**src/hw/rtl/mpfd_pkg.sv**
```systemverilog
package mpfd_pkg;

   localparam int DEF_WIDTH  = 128;
   localparam int DEF_HEIGHT = 64;
   localparam int FIFO_DEPTH = 2;

   localparam logic [7:0] BYTE_ONES = 8'hff;
   localparam logic [7:0] BYTE_ZERO = 8'h00;

   typedef enum logic [1:0] {OP_FILL, OP_POINT, OP_LINE, OP_READ} op_type;
   typedef enum logic [1:0] {PEN_SET, PEN_CLR, PEN_INV} pen_type;
   typedef enum logic [1:0] {KIND_FILL, KIND_WALK, KIND_READ} kind_type;

   // Decoded command handed from the front end to the sequencer.
   typedef struct packed {
      kind_type   kind;
      pen_type    pen;
      logic [7:0] x1;        // start column, or read column
      logic [7:0] y1;        // start row, or read page
      logic [7:0] span;      // steps after the first pixel
      logic       col_move;  // walk runs along columns
      logic       col_dec;
      logic       row_dec;   // vertical walk goes up
      logic       slope;     // needs the step divide
      logic       s_neg;     // slope is negative
      logic [7:0] dx_abs;
      logic [7:0] s_abs;
   } cmd_type;

   typedef enum logic [3:0] {
      ST_CLEAR, ST_IDLE, ST_DIV, ST_DFIX, ST_PIX, ST_WR,
      ST_FRD, ST_FWR, ST_RREQ, ST_RDATA
   } state_type;

endpackage

```
**src/hw/rtl/mpfd_front.sv**
```systemverilog
module mpfd_front (
   input  logic              clock,
   input  logic              reset,
   input  logic              req_valid,
   output logic              req_ready,
   input  logic [1:0]        req_operation,
   input  logic [1:0]        req_pen,
   input  logic [7:0]        req_first_x,
   input  logic [7:0]        req_first_y,
   input  logic [7:0]        req_second_x,
   input  logic [7:0]        req_second_y,
   input  logic              hold,
   output logic              cmd_valid,
   output mpfd_pkg::cmd_type cmd,
   input  logic              cmd_pop
);
   import mpfd_pkg::*;

   localparam int PtrW = $clog2(FIFO_DEPTH);

   cmd_type        dec;
   logic [7:0]     dx_abs, dy_abs;
   logic           x_back, y_back;
   logic           push;
   cmd_type        fifo_ff [FIFO_DEPTH];
   logic [PtrW-1:0] wr_ptr_ff, rd_ptr_ff;
   logic [PtrW:0]  cnt_ff;

   always_comb begin
      x_back = req_second_x < req_first_x;
      y_back = req_second_y < req_first_y;
      dx_abs = x_back ? req_first_x - req_second_x : req_second_x - req_first_x;
      dy_abs = y_back ? req_first_y - req_second_y : req_second_y - req_first_y;

      dec    = '0;
      dec.x1 = req_first_x;
      dec.y1 = req_first_y;
      case (pen_type'(req_pen))
         PEN_SET: dec.pen = PEN_SET;
         PEN_CLR: dec.pen = PEN_CLR;
         default: dec.pen = PEN_INV;
      endcase
      case (op_type'(req_operation))
         OP_FILL:  dec.kind = KIND_FILL;
         OP_POINT: dec.kind = KIND_WALK;
         OP_LINE: begin
            dec.kind = KIND_WALK;
            if (dy_abs == 8'd0 || dx_abs != 8'd0) begin
               // horizontal or sloped: one pixel per column
               dec.span     = dx_abs;
               dec.col_move = 1'b1;
               dec.col_dec  = x_back;
               dec.slope    = dy_abs != 8'd0;
               // row moves toward second_y whichever way the columns run
               dec.s_neg    = y_back;
               dec.dx_abs   = dx_abs;
               dec.s_abs    = dy_abs;
            end else begin
               dec.span    = dy_abs;
               dec.row_dec = y_back;
            end
         end
         default: dec.kind = KIND_READ;
      endcase
   end

   assign req_ready = (cnt_ff != (PtrW+1)'(FIFO_DEPTH)) && !hold;
   assign push      = req_valid && req_ready;
   assign cmd_valid = cnt_ff != '0;
   assign cmd       = fifo_ff[rd_ptr_ff];

   always_ff @(posedge clock) begin
      if (reset) begin
         wr_ptr_ff <= '0;
         rd_ptr_ff <= '0;
         cnt_ff    <= '0;
      end else begin
         if (push) begin
            wr_ptr_ff <= wr_ptr_ff + 1'b1;
         end
         if (cmd_pop) begin
            rd_ptr_ff <= rd_ptr_ff + 1'b1;
         end
         case ({push, cmd_pop})
            2'b10:   cnt_ff <= cnt_ff + 1'b1;
            2'b01:   cnt_ff <= cnt_ff - 1'b1;
            default: cnt_ff <= cnt_ff;
         endcase
      end
   end

   always_ff @(posedge clock) begin
      if (push) begin
         fifo_ff[wr_ptr_ff] <= dec;
      end
   end

endmodule

```
**config.mk**
```make
export PLATFORM = sky130hd
export DESIGN_NAME = mpfd_front
export DESIGN_NICKNAME = d
export VERILOG_FILES = /design/src/hw/rtl/mpfd_pkg.sv /design/src/hw/rtl/mpfd_front.sv
export SDC_FILE = /design/constraint.sdc
export NUM_CORES = 1
export LEC_CHECK = 0
export BUFFER_PORTS_ARGS = -buffer_cell sky130_fd_sc_hd__buf_2
export CAP_MARGIN = 20
export CORE_MARGIN = 2
export CORE_UTILIZATION = 60
export CTS_CLUSTER_DIAMETER = 200
export DETAILED_ROUTE_END_ITERATION = 12
export GPL_TIMING_DRIVEN = 1
export PLACE_DENSITY = 0.88
export SLEW_MARGIN = 20
export SYNTH_ARGS = -nofsm -noshare
export SYNTH_HDL_FRONTEND = slang
export SYNTH_SLANG_ARGS = --single-unit
export TNS_END_PERCENT = 20
```
**constraint.sdc**
```tcl
create_clock -name clock -period 9.6 [get_ports clock]
set_input_delay 0.48 -clock clock [delete_from_list [all_inputs] [get_ports clock]]
set_output_delay 0.48 -clock clock [all_outputs]
set_load 0.01 [all_outputs]
```
# Word-level counts from Yosys, hierarchy flattened
# Memory sizes are Yosys's and may differ from the RTL's. A register that Yosys moved wholly into a read port is not among the register bits.
# Cells that the tools add are included.
# W data, S select, Z words.
[word_totals] reg_bits=4 latchBits=0 mem_bits_rw=98 mem_bits_ro=0 input_bits=41 output_inout_bits=51 elab_cells=46 mem_count=1
[op_classes] n_addsub=8 multipliers=0 div_mod_pow=0 magnitude_cmp=2 n_eq_ne=6 shift=0 muxes=14 bitwise_logic=0 n_reduce_logical=12
[memory_table] memory="fifo_ff" depth=2 width=49 read_ports=1 rd_clocked_by_memory_dff=1 write_ports=1 line="mpfd_front.sv:25" text="cmd_type fifo_ff [FIFO_DEPTH];"
[op_table] op="$sub A8 B8 Y8" count=4
[op_table] op="$mux W29" count=1
[op_table] op="$mux W8" count=3
[op_table] op="$mux W18" count=1
[op_table] op="$lt A8 B8 Y1" count=2
[op_table] op="$reduce_bool A8 Y1" count=2
[op_table] op="$pmux W2 S2" count=3
[op_table] op="$logic_not A8 Y1" count=1
[op_table] op="$eq A2 B1 Y1 const B" count=3
[op_table] op="$mux W1" count=5
[op_table] op="$eq A2 B2 Y1 const B" count=2
[op_table] op="$logic_not A2 Y1" count=2
[op_table] op="$reduce_bool A2 Y1" count=2
[op_table] op="$add A1 B1 Y1 const B" count=2
[op_table] op="$add A2 B1 Y2 const B" count=1
[op_table] op="$logic_and A1 B1 Y1" count=2
[op_table] op="$mux W2" count=1
[op_table] op="$ne A2 B2 Y1 const B" count=1
[op_table] op="$reduce_or A2 Y1" count=1
[op_table] op="$sub A2 B1 Y2 const B" count=1
[op_table] op="$logic_not A1 Y1" count=1
[op_table] op="$logic_or A1 B1 Y1" count=1

# Longest topological paths before layout
[depth] word_depth=6 ltp_mapped=13

# Worst setup path before layout
# OpenSTA, ideal clock, no wires.
[synth_timing] path_type="input to register" start="input port hold" end="memory fifo_ff[0][0] (netlist name), enable pin" setup_time_ps=456 arrival_ps=2984 required_time_ps=9144 path_slack_ps=6160 cell_stages=3 path_cell_list="a21oi_1 nand2_1 nor2_1"
[synth_between] elab_chain_cells=5
[synth_rtl] item="from (decl)" line="mpfd_front.sv:12" text="input logic hold,"
[synth_rtl] item="$logic_not A1 Y1" line="mpfd_front.sv:67" text="assign req_ready = (cnt_ff != (PtrW+1)'(FIFO_DEPTH)) && !hold;"
[synth_rtl] item="$logic_and A1 B1 Y1" line="mpfd_front.sv:67"
[synth_rtl] item="$logic_and A1 B1 Y1" line="mpfd_front.sv:68" text="assign push = req_valid && req_ready;"
[synth_rtl] item="$mux W1" line="mpfd_front.sv:93" text="if (push) begin"
[synth_rtl] item="$mux W1 (implied by the code)" line="mpfd_front.sv:94" text="fifo_ff[wr_ptr_ff] <= dec;"
[synth_rtl] item="to (decl)" line="mpfd_front.sv:25"
# No other way between the ends.

==> results.md <==
* Status: complete, no violations
* Vias in the first global route at 3437
* Flop pwr share at 51.9%
* Commonest non-fill, non-tap cells in the layout: edfxtp_1 (98), buf_2 (91), mux2_2 (49)
* Commonest non-fill, non-tap cell in the layout: edfxtp_1
* Maxcap violations at 0
* Setup violations, final at 0
* Post-synth EDFFs at 98
* Fin Clk Skew at 9.82 ps
* Sequential share of the synthesized area at 55.9%
* NumNets Final at 588
* HP Class: primary input to flop
* Hold Vio Cnt, Final at 0
* Via density at 5.78
* Hold-fix buffer count after cts at 0
* Max frequency at 317 MHz
* Synth async-reset ratio at 0%
* Antenna violations before repair at 0
* Psw at 0.303 mW
* CORE AREA at 8760 µm²
* PortBufs at 91
* Crit Path Max Fanout at 8
* Via count at 3578
* Switching Share at 29.8%
* Synthesis-stage register bit count at 103
* Mapped Cells at 414
* Row cnt at 34
* Setup TNS Final at 0 ps
* First-pass GRT wire length at 17000 µm
* Critical Path AT at 3300 ps
* Max-slew violations at 0
* DR WL/cell at 17.5 µm
* PostCTS Resize Cnt at 0
* Crit start category: primary input
* Clk slew on worst S/H paths at 110 ps
* Grt total ovfl at 0
* RSZ-0062 raised after global routing: no
* I/O pins at 92
* Inserted Clock Buffers at 9
* Synth Warn # at 0
* CTS tree: built
* Mapped Area at 5440 µm²
* Area growth syn-to-layout at 13.8%
* Fraction of final layout cells with drive strength greater than 1 at 34.8%
* Min Tclk post-route at 3160 ps
* Post-synth cell types at 56
* Drt drc at 0
* Final Wtd Congestion at 0.954
* Die area at 9850 µm²
* VDD IR max at 0.0000943 V
* ANT nets after route at 0
* DRT Pass-1 Iters at 7
* Die width at 99.2 µm
* Die height at 99.2 µm
* Combinational Power Share at 22.4%
* Post-route cell area at 6190 µm²
* CTS H-tree lvls at 3
* Ant diodes at 0
* Worst Max-Slew Pin Slew at 691 ps
* Setup bufs post-CTS at 0
* Dpl hpwl at 7460 µm
* Main synth FF type: edfxtp_1
* Lkg Pwr at 2.51 nW
* Largest net degree at the start of global routing at 50
* Avg Inst Size Synth at 13.1 µm²
* Post-place setup slack at 6120 ps
* Starting Density at 62.1%
* Synth Net Count at 496
* Placed Area at 6000 µm²
* Post-Route WL at 10900 µm
* Critical path required time at 9740 ps
* Root Driver: clkbuf_8
* Setup WS post-layout at 6440 ps
* Starting DRT DRC Count at 244
* CTS max path bufs at 2
* Clk pwr share at 25.8%
* Crit path capture type: flop
* Clk sinks at 103
* Final worst path period share at 32.9%
* Setup CP Type: primary input to flop
* Clock Latency Late Sink at 380 ps
* Internal cell power at 0.715 mW
* Total global-route track usage at 22.2%
* Pwr dens at 164 nW/µm²
* Relative slew slack at 53.9%
## layout make-up
cell class | count | area [µm²]
tap | 108 | 135
timing repair buffer | 94 | 478
sequential | 103 | 3040
clock buffer | 9 | 124
fill | 575 | 2570
multi-input combinational | 258 | 2200
clock inverter | 7 | 67.6
inverter | 40 | 150
## worst paths after layout
check / to / depth (start not counted) / from / slack [ps]
setup / recovery: fifo_ff[0][18]$_DFFE_PP_ / 11 / req_first_y[7] / 6440
hold / removal: fifo_ff[1][46]$_DFFE_PP_ / 1 / req_pen[1] / 290
setup reg to reg: fifo_ff[0][2]$_DFFE_PP_ / 5 / cnt_ff[0]$_SDFFE_PP0P_ / 7710
hold reg to reg: cnt_ff[1]$_SDFFE_PP0P_ / 2 / cnt_ff[1]$_SDFFE_PP0P_ / 520
## critical path: stages
cell	delay, ps
buf_2	100
inv_1	40
ha_1	380
a21oi_1	410
o21ai_2	190
nor2_4	230
mux2_4	320
or4b_4	500
nor4_4	250
a211oi_4	160
and3_1	230
## cells in the mapped netlist (all sizes together) (5+ instances only)
library cell | count | area share, %
edfxtp | 98 | 54
mux2 | 50 | 10
inv | 40 | 2.8
ha | 37 | 8.5
a21oi | 25 | 2.6
nand2 | 20 | 1.4
nor2 | 18 | 1.4
o21ai | 11 | 1.1
nor2b | 9 | 1.0
buf | 8 | 0.69
xnor2 | 8 | 1.3
xor2 | 7 | 1.1
nand3 | 6 | 0.55
a21o | 5 | 0.71
dfxtp | 5 | 1.8
o211ai | 5 | 0.69
o21bai | 5 | 0.69
o22ai | 5 | 0.57
## power groups by stage
stage          clock [mW]  combinational (mW)  sequential, mW
3_5_place_dp            0               0.223           0.538
6_report            0.262               0.228           0.528
5_1_grt             0.283               0.245           0.530
4_1_cts             0.265               0.226           0.528
3_3_place_gp            0               0.215           0.537
2_1_floorplan           0               0.153           0.537
## logic make-up after synthesis
logic type / after synthesis / synth area share [%]
xor gates and xnor gates: 15 / 2.41
AOI/OAI and AO/OA: 72 / 8.94
buffers and inverters: 53 / 3.91
DFF: 103 / 55.9
and+or+nand+nor: 77 / 7.89
adders and majority gates: 41 / 9.98
muxes: 53 / 11.0
## flip-flops by register name (all words and copies together), names as in the netlist, named ones only
name	cells
rd_ptr_ff	1
cnt_ff	2
fifo_ff	98
wr_ptr_ff	1
## per-stage QoR
step / utilization [%] / std cells / hold slack (ps) / power, mW
after floorplan: - / 414 / 461 / 0.690
after global routing: 70.7 / 619 / 296 / 1.06
final: 70.7 / 619 / 294 / 1.02
after detailed placement: 68.5 / 603 / 502 / 0.762
after global placement: 68.5 / 603 / 479 / 0.752
after CTS: 70.7 / 619 / 288 / 1.02
## per-layer routing
metal	GRT usage, %	wire, µm	up-vias
met3	4.08	615	15
li1	-	-	1692
met5	0	0	-
met1	30.1	4740	1709
met2	36.5	5320	162
met4	7.80	181	0
(Power assumes the default switching activity.)
